[src/design/spat_pkg.sv]
`timescale 1ns / 1ps
// ---------------------------------------------------------------------------
// Session presence aging table package
// Shared sizes, state codes, result codes and controller/datapath bundles.
// ---------------------------------------------------------------------------
package spat_pkg;

    // Number of table entries and the widths that follow from it.
    localparam int SLOTS = 4;
    localparam int IDX_W = (SLOTS > 1) ? $clog2(SLOTS) : 1;
    localparam int CNT_W = $clog2(SLOTS + 1);

    // Command codes carried by an input item.
    localparam logic CMD_MARK  = 1'b0;
    localparam logic CMD_SWEEP = 1'b1;

    // Machine select codes.
    localparam logic SEL_PATH = 1'b0;
    localparam logic SEL_RESV = 1'b1;

    // Per-entry presence machine.
    typedef enum logic [1:0] {
        MS_IDLE = 2'd0,
        MS_OLD  = 2'd1,
        MS_ACTV = 2'd2
    } t_mstate;

    // Result status codes.
    typedef enum logic [2:0] {
        RS_MATCH = 3'd0,
        RS_ADDED = 3'd1,
        RS_FULL  = 3'd2,
        RS_GONE  = 3'd3,
        RS_NONE  = 3'd4
    } t_status;

    // Controller states.
    typedef enum logic [1:0] {
        CS_IDLE,
        CS_SCAN,
        CS_FINISH
    } t_ctrl_state;

    // Commands from the controller to the datapath.
    typedef struct packed {
        logic load;
        logic step;
        logic finish;
    } t_dp_cmd;

    // Status from the datapath to the controller.
    typedef struct packed {
        logic at_end;
        logic hit;
    } t_dp_stat;

endpackage

[src/design/spat_ctrl.sv]
`timescale 1ns / 1ps
// ---------------------------------------------------------------------------
// Session presence aging table controller
// Sequences load, one scan step per used entry, and a closing step unless a mark matches.
// ---------------------------------------------------------------------------
module spat_ctrl
    import spat_pkg::*;
(
    input  logic     i_clk,
    input  logic     i_rst_n,
    input  logic     i_start,
    input  t_dp_stat i_stat,
    output t_dp_cmd  o_cmd,
    output logic     o_busy
);

    t_ctrl_state r_state;
    t_ctrl_state n_state;

    // State register.
    always_ff @(posedge i_clk) begin
        if (!i_rst_n) begin
            r_state <= CS_IDLE;
        end else begin
            r_state <= n_state;
        end
    end

    // Next state: a match ends a mark scan early; the end of the used
    // entries leads to the closing step.
    always_comb begin
        n_state = r_state;
        unique case (r_state)
            CS_IDLE: begin
                if (i_start) begin
                    n_state = CS_SCAN;
                end
            end
            CS_SCAN: begin
                if (i_stat.at_end) begin
                    n_state = CS_FINISH;
                end else if (i_stat.hit) begin
                    n_state = CS_IDLE;
                end
            end
            CS_FINISH: begin
                n_state = CS_IDLE;
            end
            default: begin
                n_state = CS_IDLE;
            end
        endcase
    end

    // Outputs to the datapath and the busy flag.
    always_comb begin
        o_cmd  = '0;
        o_busy = 1'b1;
        unique case (r_state)
            CS_IDLE: begin
                o_busy     = 1'b0;
                o_cmd.load = i_start;
            end
            CS_SCAN: begin
                o_cmd.step = !i_stat.at_end;
            end
            CS_FINISH: begin
                o_cmd.finish = 1'b1;
            end
            default: begin
                o_busy = 1'b1;
            end
        endcase
    end

endmodule

[src/design/spat_dp.sv]
`timescale 1ns / 1ps
// ---------------------------------------------------------------------------
// Session presence aging table datapath
// Entry storage, key compare, aging and the registered result port.
// ---------------------------------------------------------------------------
module spat_dp
    import spat_pkg::*;
(
    input  logic        i_clk,
    input  logic        i_rst_n,
    input  t_dp_cmd     i_cmd,
    input  logic        i_cmd_code,
    input  logic        i_machine_select,
    input  logic [31:0] i_dest_addr,
    input  logic [15:0] i_dest_port,
    output t_dp_stat    o_stat,
    output logic        o_valid,
    output logic [2:0]  o_status,
    output logic [1:0]  o_slot_index,
    output logic [31:0] o_gone_addr,
    output logic [15:0] o_gone_port,
    output logic        o_last
);

    // Table entries.
    logic [31:0] r_addr [SLOTS];
    logic [15:0] r_port [SLOTS];
    t_mstate     r_path [SLOTS];
    t_mstate     r_resv [SLOTS];
    logic [CNT_W-1:0] r_used;

    // Item being worked on.
    logic             r_cmd;
    logic             r_sel;
    logic [31:0]      r_key_addr;
    logic [15:0]      r_key_port;
    logic [CNT_W-1:0] r_idx;

    // Free entry found during a mark scan.
    logic             r_have_free;
    logic [IDX_W-1:0] r_free;

    // Gone entry held back until it is known whether another follows.
    logic             r_pend_valid;
    logic [IDX_W-1:0] r_pend_idx;
    logic [31:0]      r_pend_addr;
    logic [15:0]      r_pend_port;

    // Result register.
    logic             r_out_valid;
    t_status          r_out_status;
    logic [IDX_W-1:0] r_out_slot;
    logic [31:0]      r_out_addr;
    logic [15:0]      r_out_port;
    logic             r_out_last;

    logic [IDX_W-1:0] idx;
    logic [IDX_W-1:0] used_idx;
    t_mstate          cur_sel;
    logic             cur_both_idle;
    logic             key_eq;
    logic             at_end;

    // Current entry under the scan pointer.
    assign idx           = r_idx[IDX_W-1:0];
    assign used_idx      = r_used[IDX_W-1:0];
    assign cur_sel       = (r_sel == SEL_RESV) ? r_resv[idx] : r_path[idx];
    assign cur_both_idle = (r_path[idx] == MS_IDLE) && (r_resv[idx] == MS_IDLE);
    assign key_eq        = (r_addr[idx] == r_key_addr) && (r_port[idx] == r_key_port);
    assign at_end        = (r_idx == r_used);

    assign o_stat.at_end = at_end;
    assign o_stat.hit    = (r_cmd == CMD_MARK) && !at_end && (cur_sel != MS_IDLE) && key_eq;

    // Table update, scan bookkeeping and result generation.
    always_ff @(posedge i_clk) begin
        if (!i_rst_n) begin
            for (int k = 0; k < SLOTS; k++) begin
                r_addr[k] <= '0;
                r_port[k] <= '0;
                r_path[k] <= MS_IDLE;
                r_resv[k] <= MS_IDLE;
            end
            r_used       <= '0;
            r_idx        <= '0;
            r_have_free  <= 1'b0;
            r_pend_valid <= 1'b0;
            r_out_valid  <= 1'b0;
        end else begin
            r_out_valid <= 1'b0;

            // Capture a new item and rewind the scan.
            if (i_cmd.load) begin
                r_cmd        <= i_cmd_code;
                r_sel        <= i_machine_select;
                r_key_addr   <= i_dest_addr;
                r_key_port   <= i_dest_port;
                r_idx        <= '0;
                r_have_free  <= 1'b0;
                r_pend_valid <= 1'b0;
            end

            // One entry per cycle.
            if (i_cmd.step) begin
                r_idx <= r_idx + 1'b1;
                if (r_cmd == CMD_MARK) begin
                    if (cur_sel == MS_IDLE) begin
                        if (cur_both_idle) begin
                            r_addr[idx] <= '0;
                            r_port[idx] <= '0;
                            r_have_free <= 1'b1;
                            r_free      <= idx;
                        end
                    end else if (key_eq) begin
                        if (r_sel == SEL_RESV) begin
                            r_resv[idx] <= MS_ACTV;
                        end else begin
                            r_path[idx] <= MS_ACTV;
                        end
                        r_out_valid  <= 1'b1;
                        r_out_status <= RS_MATCH;
                        r_out_slot   <= idx;
                        r_out_addr   <= '0;
                        r_out_port   <= '0;
                        r_out_last   <= 1'b1;
                    end
                end else begin
                    case (cur_sel)
                        MS_OLD: begin
                            if (r_sel == SEL_RESV) begin
                                r_resv[idx] <= MS_IDLE;
                            end else begin
                                r_path[idx] <= MS_IDLE;
                            end
                            // The earlier gone entry is not the last one.
                            if (r_pend_valid) begin
                                r_out_valid  <= 1'b1;
                                r_out_status <= RS_GONE;
                                r_out_slot   <= r_pend_idx;
                                r_out_addr   <= r_pend_addr;
                                r_out_port   <= r_pend_port;
                                r_out_last   <= 1'b0;
                            end
                            r_pend_valid <= 1'b1;
                            r_pend_idx   <= idx;
                            r_pend_addr  <= r_addr[idx];
                            r_pend_port  <= r_port[idx];
                        end
                        MS_ACTV: begin
                            if (r_sel == SEL_RESV) begin
                                r_resv[idx] <= MS_OLD;
                            end else begin
                                r_path[idx] <= MS_OLD;
                            end
                        end
                        default: begin
                        end
                    endcase
                end
            end

            // Closing step after the scan has passed every used entry.
            if (i_cmd.finish) begin
                r_out_valid <= 1'b1;
                r_out_last  <= 1'b1;
                r_out_addr  <= '0;
                r_out_port  <= '0;
                if (r_cmd == CMD_MARK) begin
                    if (r_have_free) begin
                        r_addr[r_free] <= r_key_addr;
                        r_port[r_free] <= r_key_port;
                        if (r_sel == SEL_RESV) begin
                            r_resv[r_free] <= MS_ACTV;
                        end else begin
                            r_path[r_free] <= MS_ACTV;
                        end
                        r_out_status <= RS_ADDED;
                        r_out_slot   <= r_free;
                    end else if (r_used >= CNT_W'(SLOTS)) begin
                        r_out_status <= RS_FULL;
                        r_out_slot   <= '0;
                    end else begin
                        r_addr[used_idx] <= r_key_addr;
                        r_port[used_idx] <= r_key_port;
                        if (r_sel == SEL_RESV) begin
                            r_resv[used_idx] <= MS_ACTV;
                        end else begin
                            r_path[used_idx] <= MS_ACTV;
                        end
                        r_used       <= r_used + 1'b1;
                        r_out_status <= RS_ADDED;
                        r_out_slot   <= used_idx;
                    end
                end else begin
                    if (r_pend_valid) begin
                        r_out_status <= RS_GONE;
                        r_out_slot   <= r_pend_idx;
                        r_out_addr   <= r_pend_addr;
                        r_out_port   <= r_pend_port;
                    end else begin
                        r_out_status <= RS_NONE;
                        r_out_slot   <= '0;
                    end
                    r_pend_valid <= 1'b0;
                end
            end
        end
    end

    // Result ports.
    assign o_valid      = r_out_valid;
    assign o_status     = r_out_status;
    assign o_slot_index = 2'(r_out_slot);
    assign o_gone_addr  = r_out_addr;
    assign o_gone_port  = r_out_port;
    assign o_last       = r_out_last;

endmodule

[src/design/session_presence_aging_table_top.sv]
`timescale 1ns / 1ps
// ---------------------------------------------------------------------------
// Session presence aging table
// Four-entry session table with path and reservation presence aging.
// ---------------------------------------------------------------------------
// Usage:
//   An item (command, machine select, address, port) is taken on a rising
//   edge where start is high and busy is low. Busy stays high while the item
//   is worked on. Results appear on the o_ ports for one cycle each, marked
//   by o_valid; o_last flags the final result of an item. The receiver
//   cannot stall the block: every result must be taken as it is shown.
//   Timing: the controller scans one used entry per cycle. A mark with no
//   match scans every used entry (up to four) and then takes the closing
//   step; a mark that matches at entry i ends its scan at that entry, with
//   no closing step. Either way its single result is shown in the first
//   cycle that busy is low. A sweep scans every used entry, takes the
//   closing step and gives one result per entry gone, each held back until
//   the next gone entry or the closing step so that the last can be flagged,
//   or a single "none gone" result. No new item is taken while busy is high.
//   Reset (synchronous, active low) empties the table and returns every
//   presence machine to idle; no item is pending afterwards.
// ---------------------------------------------------------------------------
module session_presence_aging_table_top
    import spat_pkg::*;
(
    input  logic        i_clk,
    input  logic        i_rst_n,
    input  logic        start,
    output logic        busy,
    input  logic        i_cmd,
    input  logic        i_machine_select,
    input  logic [31:0] i_dest_addr,
    input  logic [15:0] i_dest_port,
    output logic        o_valid,
    output logic [2:0]  o_status,
    output logic [1:0]  o_slot_index,
    output logic [31:0] o_gone_addr,
    output logic [15:0] o_gone_port,
    output logic        o_last
);

    t_dp_cmd  dp_cmd;
    t_dp_stat dp_stat;

    // Sequencer.
    spat_ctrl u_ctrl (
        .i_clk   (i_clk),
        .i_rst_n (i_rst_n),
        .i_start (start),
        .i_stat  (dp_stat),
        .o_cmd   (dp_cmd),
        .o_busy  (busy)
    );

    // Table and result datapath.
    spat_dp u_dp (
        .i_clk            (i_clk),
        .i_rst_n          (i_rst_n),
        .i_cmd            (dp_cmd),
        .i_cmd_code       (i_cmd),
        .i_machine_select (i_machine_select),
        .i_dest_addr      (i_dest_addr),
        .i_dest_port      (i_dest_port),
        .o_stat           (dp_stat),
        .o_valid          (o_valid),
        .o_status         (o_status),
        .o_slot_index     (o_slot_index),
        .o_gone_addr      (o_gone_addr),
        .o_gone_port      (o_gone_port),
        .o_last           (o_last)
    );

    // An accepted item keeps the block busy in the following cycle.
    a_accept_busy: assert property (@(posedge i_clk) disable iff (!i_rst_n)
        (start && !busy) |=> busy)
        else $error("busy not raised after an accepted item");

    // Only gone reports can be followed by further results of the same item.
    a_single_last: assert property (@(posedge i_clk) disable iff (!i_rst_n)
        (o_valid && (o_status != RS_GONE)) |-> o_last)
        else $error("non-gone result without last marker");

    // A result that is not last means the item is still being worked on.
    a_more_busy: assert property (@(posedge i_clk) disable iff (!i_rst_n)
        (o_valid && !o_last) |-> busy)
        else $error("block idle with results still owed");

    // A sweep with nothing gone reports zero fields.
    a_none_zero: assert property (@(posedge i_clk) disable iff (!i_rst_n)
        (o_valid && (o_status == RS_NONE)) |->
            ((o_slot_index == 2'd0) && (o_gone_addr == 32'd0) && (o_gone_port == 16'd0)))
        else $error("none-gone result carries data");

endmodule

[config.mk]
export PLATFORM = sky130hd
export DESIGN_NAME = session_presence_aging_table_top
export DESIGN_NICKNAME = d
export VERILOG_FILES = /design/src/design/spat_pkg.sv /design/src/design/spat_ctrl.sv /design/src/design/spat_dp.sv /design/src/design/session_presence_aging_table_top.sv
export SDC_FILE = /design/constraint.sdc
export NUM_CORES = 1
export LEC_CHECK = 0
export BUFFER_PORTS_ARGS = -buffer_cell sky130_fd_sc_hd__buf_2
export CAP_MARGIN = 10
export CORE_ASPECT_RATIO = 1.5
export CORE_MARGIN = 1.5
export CORE_UTILIZATION = 54
export DETAILED_ROUTE_END_ITERATION = 6
export HOLD_SLACK_MARGIN = 0.02
export PLACE_DENSITY = 0.74
export SLEW_MARGIN = 20
export SYNTH_ARGS = -nofsm -noshare
export SYNTH_HDL_FRONTEND = slang
export SYNTH_SLANG_ARGS = --single-unit
[constraint.sdc]
create_clock -name i_clk -period 5.3 [get_ports i_clk]
set_clock_uncertainty 0.05 [all_clocks]
set_input_delay 0 -clock i_clk [delete_from_list [all_inputs] [get_ports i_clk]]
set_output_delay 0 -clock i_clk [all_outputs]
set_load 0.05 [all_outputs]
-- Word-level counts from Yosys, hierarchy flattened
Memory sizes are Yosys's and may differ from the RTL's. A register that Yosys moved wholly into a read port is not among the register bits.
Cells that the tools add are included.
- add/sub/neg operators: 2
- $lt $le $gt $ge: 1
- equal/unequal tests: 12
- mux-type cells: 197
- bitwise gates (word level): 7
- reductions and logical operators: 32
- operator list (kind ; number):
    $mux 32 ; 12
    $mux 16 ; 12
    $mux 1 ; 114
    $reduce_or 32->1 ; 3
    $mux 2 ; 46
    $reduce_or 16->1 ; 3
    $mux 3 ; 12
    $eq 32x32->1 ; 1
    $eq 16x16->1 ; 1
    $reduce_or 2->1 ; 6
    $logic_not 2->1 ; 4
    $reduce_and 4->1 ; 2
    $add 3x1->3 const B ; 2
    $ne 3x2->1 const B ; 2
    $ne 3x3->1 const B ; 2
    $reduce_and 6->1 ; 1
    $reduce_bool 2->1 ; 3
    $logic_and 1x1->1 ; 5
    $reduce_and 5->1 ; 1
    $eq 2x1->1 const B ; 2
    $eq 2x2->1 const B ; 2
    $or 1x1->1 ; 4
    $pmux 2 s2 ; 1
    $reduce_and 2->1 ; 2
    other kinds (6) ; 8
- flip-flop bits (word level): 167
- memory bits (writable): 208
- output and inout bits: 56
- memories: 4
- memories (memory ; depth ; width ; read ports ; clocked after Yosys merged registers in ; wr ports ; RTL line ; RTL):
    u_dp.r_addr ; 4 ; 32 ; 1 ; 1 ; 4 ; spat_dp.sv:26 ; logic [31:0] r_addr [SLOTS];
    u_dp.r_port ; 4 ; 16 ; 1 ; 1 ; 4 ; spat_dp.sv:27 ; logic [15:0] r_port [SLOTS];
    u_dp.r_path ; 4 ; 2 ; 1 ; 1 ; 4 ; spat_dp.sv:28 ; t_mstate r_path [SLOTS];
    u_dp.r_resv ; 4 ; 2 ; 1 ; 1 ; 4 ; spat_dp.sv:29 ; t_mstate r_resv [SLOTS];

-- Logic depth before layout (Yosys ltp)
Gate-level depths: netlist of the first run.
- depth in word-level cells: 14
- mapped depth: 12
- mapped depth without buffers: 7

-- Cells and area by module
Synthesis of the first run repeated with hierarchy kept, for this count alone.
- cells, all modules: 996
- area, all modules: 15812.7 sq um
- by module, submodules not included (module ; times used ; cells an instance ; area each (sq um) ; seq. area each (sq um)):
    spat_dp ; 1 ; 984 ; 15702.6 ; 10990.5
    spat_ctrl ; 1 ; 12 ; 110.1 ; 40.0

-- Worst setup path after synthesis of the first run
Ideal clock, no wire load.
- path kind: flip-flop to flip-flop
- from: register with a tool-made name
- to: register u_dp.r_out_addr[0], in the netlist u_dp.o_gone_addr[0], enable pin
- library setup time: 0.484 ns
- arrival time: 4.754 ns
- data required time: 4.766 ns
- slack: 0.012 ns
- cell stages (with the launch flop): 9
- buffers on the path: 1
- clock period less this slack: 5.288 ns
- path through: dfxtp_1 -> buf_2 -> mux4_2 -> xnor2_1 -> nand4_1 -> nor4_2 -> nand4_1 -> a21o_1 -> a21oi_1
- RTL lines (element ; RTL line ; RTL):
    end signal: assignment ; spat_dp.sv:140 ; r_out_addr <= r_pend_addr;
    end signal: assignment ; spat_dp.sv:198 ; r_out_addr <= r_pend_addr;
    end: declaration ; spat_dp.sv:53 ; logic [31:0] r_out_addr;

==> impl_metrics.yaml, run 1 <==
setup_path:
  end_kind: "register"
  crit_required_ns: 5.44
  rr_endpoint: "u_dp.o_slot_index[0]"
  crit_buf_inv: 2
  cp.arrival_ns: 4.07
  crit_type: "reg -> reg"
  r2r_slack_ns: 1.37
  worst_path_most_repeated_cell: "nand4_1"
  path_max_fanout: 47
  start_kind: "register"
  path_depth: 9
  ff2ff_path_depth: 9
  crit_chain: "buf_4, mux4_2, xnor2_1, nand4_1, nor4_2, nand4_1, a21o_1, a21oi_4, buf_12"
  critPathMaxStageDelay_ns: 0.66
  endpoint: "u_dp.o_slot_index[0]"
  slowest_stage: "dfxtp_4"
  path_delay_family: "simple AND/OR/NAND/NOR gates"
power:
  power_mw: 6.21
  peakVddDrop_v: 0.000361
  p_leak_nw: 6.46
  p_per_area_nw_per_um2: 342
timing:
  drv_slew: 0
  hold_slack_ns: 0.133
  finalCritPeriodShare: 0.742
  setup_tns_ns: 0
  fin_ws_ns: 1.37
  period_minus_slack_ns: 3.93
  fmax_mhz: 254
  tightest_slew_ns: 0.949
  setup_viol_count_final: 0
  hold_viol: 0
  grt_setup_unrepaired: "no"
  relSlewSlack: 0.367
global_routing:
  grt_max_degree: 61
  grt_antenna_before_repair: 1
  grt-ovfl-total: 0
  grt_pass1_vias: 9095
  grt_pass1_wl_um: 52400
  grtUsageTotal: 0.237
die:
  top_level_ports: 109
  dieArea_um2: 29800
  core_area_um2: 28200
  die_w_um: 141
  initial_core_util: 0.551
  rows: 75
  die_h_um: 211
clock_tree:
  post-cts-setup-buffers: 0
  root_buffer: "clkbuf_16"
  cts.clk_slew.worst_paths_ns: 0.06
  cts_sinks: 377
  cts_made_buffers: 35
  cts_tree: "done"
  cts_buffer_depth: 3
  cts_resized: 0
  clkLatencyLatePin_ns: 0.52
  cts-htree-levels: 2
  hold_buffers: 53
drt:
  wirelength_um: 34000
  drt_iter0_drc: 744
  avgViaCountPerCell: 5.74
  ant_nets: 0
  num_vias: 8991
  avgRoutedWirePerCell_um: 21.7
  drc: 0
  firstDrtPassIters: 5
cells_and_area:
  n_fill_cell: 1958
  diodes: 0
  drive_gt1_frac: 0.206
  area_growth_syn_to_layout_pct: 17.0
  layout.nets: 1251
  layout_common_cells: "364 x edfxtp_1, 171 x nor2_1, 108 x buf_2, 70 x nand2_1, 56 x inv_1"
  layout_commonest_cell: "edfxtp_1"
run_status:
  run_status: "complete, no violations"
place:
  port_buffers: 108
  place_ws_ns: 1.36
  place_congestion: 0.886
  hpwl_um: 20900
yosys:
  syn-cell-area_um2: 15500
  syn-instance-count: 1033
  synth_edf_count: 364
  avgSynthCellArea_um2: 15.0
  async_flop_share: 0
  ys_warn_count: 0
  synth_nets: 1088
  synth-seq-cells: 377
  synth_cell_types: 55
  synth_seq_area_share: 0.721
  synth_flop_cell: "edfxtp_1"
min_path:
  min_from: "i_dest_addr[11]"
  min_path_type: "in -> reg"
job:
  maxCapViolations: 0
==> worst register-to-register path: stages (launching register included) <==
cell and delay [ns]:
dfxtp_4 0.66, buf_4 0.33, mux4_2 0.57, xnor2_1 0.19
nand4_1 0.19, nor4_2 0.41, nand4_1 0.21, a21o_1 0.24
a21oi_4 0.38, buf_12 0.32
==> flip-flops by register name (all words and copies together) (netlist names), 2 cells and up, named ones only <==
register           flops
u_dp.r_port           64
u_dp.r_used            3
u_dp.r_addr          128
u_dp.r_free            2
u_dp.r_key_addr       32
u_dp.o_status          3
u_dp.r_resv            8
u_dp.o_gone_addr      32
u_dp.o_gone_port      16
u_dp.r_pend_port      16
u_dp.o_slot_index      2
u_dp.r_pend_addr      32
u_dp.r_path            8
u_ctrl.r_state         2
u_dp.r_key_port       16
u_dp.r_pend_idx        2
u_dp.r_idx             3
==> report_power, final <==
part	internal, mW	leakage, nW	switching (mW)	total, mW
clock network	1.47	0.550	1.04	2.52
registers	3.36	3.69	0.0459	3.40
logic	0.113	2.23	0.175	0.288
total	4.94	6.46	1.26	6.21
==> cells by family (layout without fill, tap and decap cells) <==
| kind of cell | Yosys count | in the layout | share of synthesized area |
|---|---|---|---|
| and+or+nand+nor | 369 | 369 | 0.111 |
| muxes | 60 | 60 | 0.0807 |
| DFF | 377 | 377 | 0.721 |
| buffers and inverters | 108 | 296 | 0.0292 |
| adders and majority gates | 2 | 2 | 0.00161 |
| xor gates and xnor gates | 54 | 54 | 0.0305 |
| AOI/OAI and AO/OA | 63 | 63 | 0.0264 |
==> metal layers <==
metal	global-route usage	routed length, um	vias up
li1	-	-	4067
met1	0.297	12800	4481
met2	0.421	18200	371
met3	0.0290	1910	72
met4	0.0907	1150	0
met5	0	0	-
==> how the worst min path moves through the flow <==
stage                                      to  slack, ns  depth (start not counted)
after floorplan                    u_dp.r_cmd       0.05                          0
after global placement     u_dp.r_key_addr[8]       0.13                          1
after detailed placement   u_dp.r_key_port[2]       0.13                          1
after CTS                  u_dp.r_key_port[2]       0.12                          2
after global routing      u_dp.r_key_addr[27]       0.13                          2
final                     u_dp.r_key_addr[11]       0.13                          2
==> Yosys cell counts (2+ instances only) <==
master    instances  area, um2
o22a_1            2       17.5
nor2_1          175        657
nand4_1          16        100
nor3b_2           2       25.0
and2_1           51        319
nand3_1           6       30.0
clkbuf_1         35        131
a31oi_1           6       37.5
a21o_1            3       22.5
a211oi_1          3       22.5
nand2b_1         13       81.3
o211ai_1          3       22.5
mux2i_1           7       70.1
xnor2_1          53        464
nand3b_1          2       15.0
nor3b_1           2       15.0
o22ai_1           2       12.5
and3_1            3       18.8
nand2_1          73        274
buf_6             4       45.0
nor3_1           12       60.1
o21a_1            3       22.5
inv_1            56        210
dfxtp_1          13        260
buf_2            11       55.1
edfxtp_1        364      10900
nor4_2            3       37.5
o21ai_0           9       45.0
nor2b_1           3       18.8
o21ai_1           5       25.0
ha_1              2       25.0
mux4_2           52       1170
a21oi_1          16       80.1
and4_1            2       17.5
==> stage by stage <==
| stage | utilization | instances | cell area [um2] |
|---|---|---|---|
| 2_1_floorplan | - | 1033 | 15500 |
| 3_3_place_gp | 0.586 | 1452 | 16500 |
| 3_5_place_dp | 0.586 | 1452 | 16500 |
| 4_1_cts | 0.645 | 1567 | 18200 |
| 5_1_grt | 0.645 | 1567 | 18200 |
| 6_report | 0.645 | 1567 | 18200 |
==> layout make-up <==
type                            count  area (um2)  area share
Multi-Input combinational cell    548        3920       0.216
Sequential cell                   377       11200       0.616
Tap cell                          346         433      0.0238
Inverter                           56         210      0.0116
Timing Repair Buffer              178        1250      0.0687
Clock buffer                       43         948      0.0522
Clock inverter                     19         203      0.0112
(Power assumes the default switching activity.)
==> run 2, diff against run 1 <==
==> constraint.sdc (replaced) <==
create_clock -name i_clk -period 3.6 [get_ports i_clk]
set_clock_uncertainty 0.05 [all_clocks]
set_input_delay 0 -clock i_clk [delete_from_list [all_inputs] [get_ports i_clk]]
set_output_delay 0 -clock i_clk [all_outputs]
set_load 0.05 [all_outputs]
==> impl_metrics.yaml, run 2 (synthesis gave the netlist of run 1 again) <==
cells_and_area:
  drive_gt1_frac: 0.224
  layout.nets: 1280
  fin_area_um2: 18500
  top_register: "u_dp.r_addr"
  final_util: 0.657
  area_growth_syn_to_layout_pct: 19.2
  layout_common_cells: "364 x edfxtp_1, 171 x nor2_1, 108 x buf_2, 70 x nand2_1, 56 x inv_1"
  multi_input_area_um2: 3920
  largest_register_ffs: 128
  layout_commonest_cell: "edfxtp_1"
  reg_top3: "u_dp.r_addr (128), u_dp.r_port (64)"
  diodes: 0
  n_fill_cell: 1981
  stdcell_count: 1596
  register_area_um2: 11200
die:
  top_level_ports: 109
  die_h_um: 211
  die_w_um: 141
  initial_core_util: 0.551
  core_area_um2: 28200
  rows: 75
  dieArea_um2: 29800
power:
  p_leak_nw: 6.66
  p_per_area_nw_per_um2: 498
  power_mw: 9.21
  peakVddDrop_v: 0.000437
place:
  place_ws_ns: 0.137
  place_congestion: 0.938
  place_inst: 1475
  hpwl_um: 21900
  port_buffers: 108
  placed_area_um2: 16800
setup_path:
  cp.arrival_ns: 3.61
  crit_type: "reg -> reg"
  critPathMaxStageDelay_ns: 0.53
  path_max_fanout: 28
  ff2ff_path_depth: 10
  r2r_slack_ns: 0.16
  crit_required_ns: 3.77
  end_kind: "register"
  endpoint: "u_dp.o_gone_addr[8]"
  start_kind: "register"
  crit_chain: "buf_12, mux4_2, xnor2_1, nand4_1, nor4_2, buf_4, nand4_1, a21o_1, a21oi_4, buf_12"
  slowest_stage: "mux4_2"
  rr_endpoint: "u_dp.o_gone_addr[8]"
timing:
  setup_tns_ns: 0
  fmax_mhz: 290
  setup_viol_count_final: 0
  tightest_slew_ns: 1.00
  fin_ws_ns: 0.157
  drv_slew: 0
  hold_slack_ns: 0.123
  finalCritPeriodShare: 0.956
  grt_setup_unrepaired: "no"
  hold_viol: 0
  relSlewSlack: 0.329
  period_minus_slack_ns: 3.44
clock_tree:
  cts_made_buffers: 36
  cts_buffer_depth: 3
  cts-htree-levels: 2
  root_buffer: "clkbuf_16"
  clkLatencyLatePin_ns: 0.54
  cts_tree: "done"
  cts.clk_slew.worst_paths_ns: 0.06
  cts_sinks: 377
drt:
  wirelength_um: 35300
  ant_nets: 0
  firstDrtPassIters: 6
  avgViaCountPerCell: 5.70
  drc: 0
  drt_iter0_drc: 725
  num_vias: 9093
  avgRoutedWirePerCell_um: 22.1
job:
  maxCapViolations: 0
min_path:
  min_path_type: "in -> reg"
  min_from: "i_dest_addr[23]"
global_routing:
  grtUsageTotal: 0.246
  grt-ovfl-total: 0
  grt_pass1_wl_um: 53800
  grt_antenna_before_repair: 0
  grt_pass1_vias: 9399
  grt_max_degree: 52
run_status:
  run_status: "complete, no violations"
## run 2: cell types whose count changed in the layout (fill, tap and decap cells not counted)
| cell | change |
|---|---|
| inv_6 | +2 |
| clkinv_2 | -1 |
| buf_4 | +19 |
| clkinv_1 | +3 |
| dfxtp_4 | -1 |
| clkinvlp_4 | -3 |
| clkinv_4 | +1 |
| buf_12 | +10 |
| clkbuf_1 | -1 |
| dfxtp_2 | +1 |
| dlygate4sd3_1 | -1 |
## run 2: what timing repair did
item / 4_1_cts / 5_1_grt
resized for setup: 0 / 0
endpoints found under the setup margin: 0 / 41
hold buffers: 52 / 0
hold endpoints to repair: 67 / 0
setup buffers: 0 / 6
## run 2: worst max-delay path, delay by kind of cell (launching register included)
family / cells / cell delay [ns]
buffers and inverters: 3 / 0.56
XOR/XNOR: 1 / 0.27
AO/OA/AOI/OAI: 2 / 0.49
flip-flops: 1 / 0.49
multiplexers: 1 / 0.53
AND/OR/NAND/NOR: 3 / 0.71
## run 2: per-layer routing
metal  routed length (um)  up-vias  global-route usage
met5                    0        -                   0
met4                 1140        0              0.0970
met3                 2010       71              0.0358
met2                18600      347               0.433
met1                13500     4550               0.308
li1                     -     4125                   -
## run 2: power breakdown
| group | internal (mW) | switching, mW |
|---|---|---|
| Clock | 2.17 | 1.59 |
| Combinational | 0.179 | 0.267 |
| Sequential | 4.94 | 0.0629 |
## run 2: worst min-delay path by stage
stage / end / cells after the start
finish: u_dp.r_key_addr[23] / 2
global route: u_dp.r_key_addr[17] / 2
CTS: u_dp.r_key_addr[20] / 2
detailed placement: u_dp.r_key_addr[1] / 1
global placement: u_dp.r_key_port[9] / 1
floorplan: u_dp.r_cmd / 0
## run 2: area by class of cell
cell class,count,area share
multi-input cells,548,0.212
clock buffers,42,0.0511
repair buffers,206,0.0855
inverters,56,0.0114
clock inverters,21,0.0115
well taps,346,0.0234
flip-flops and latches,377,0.605
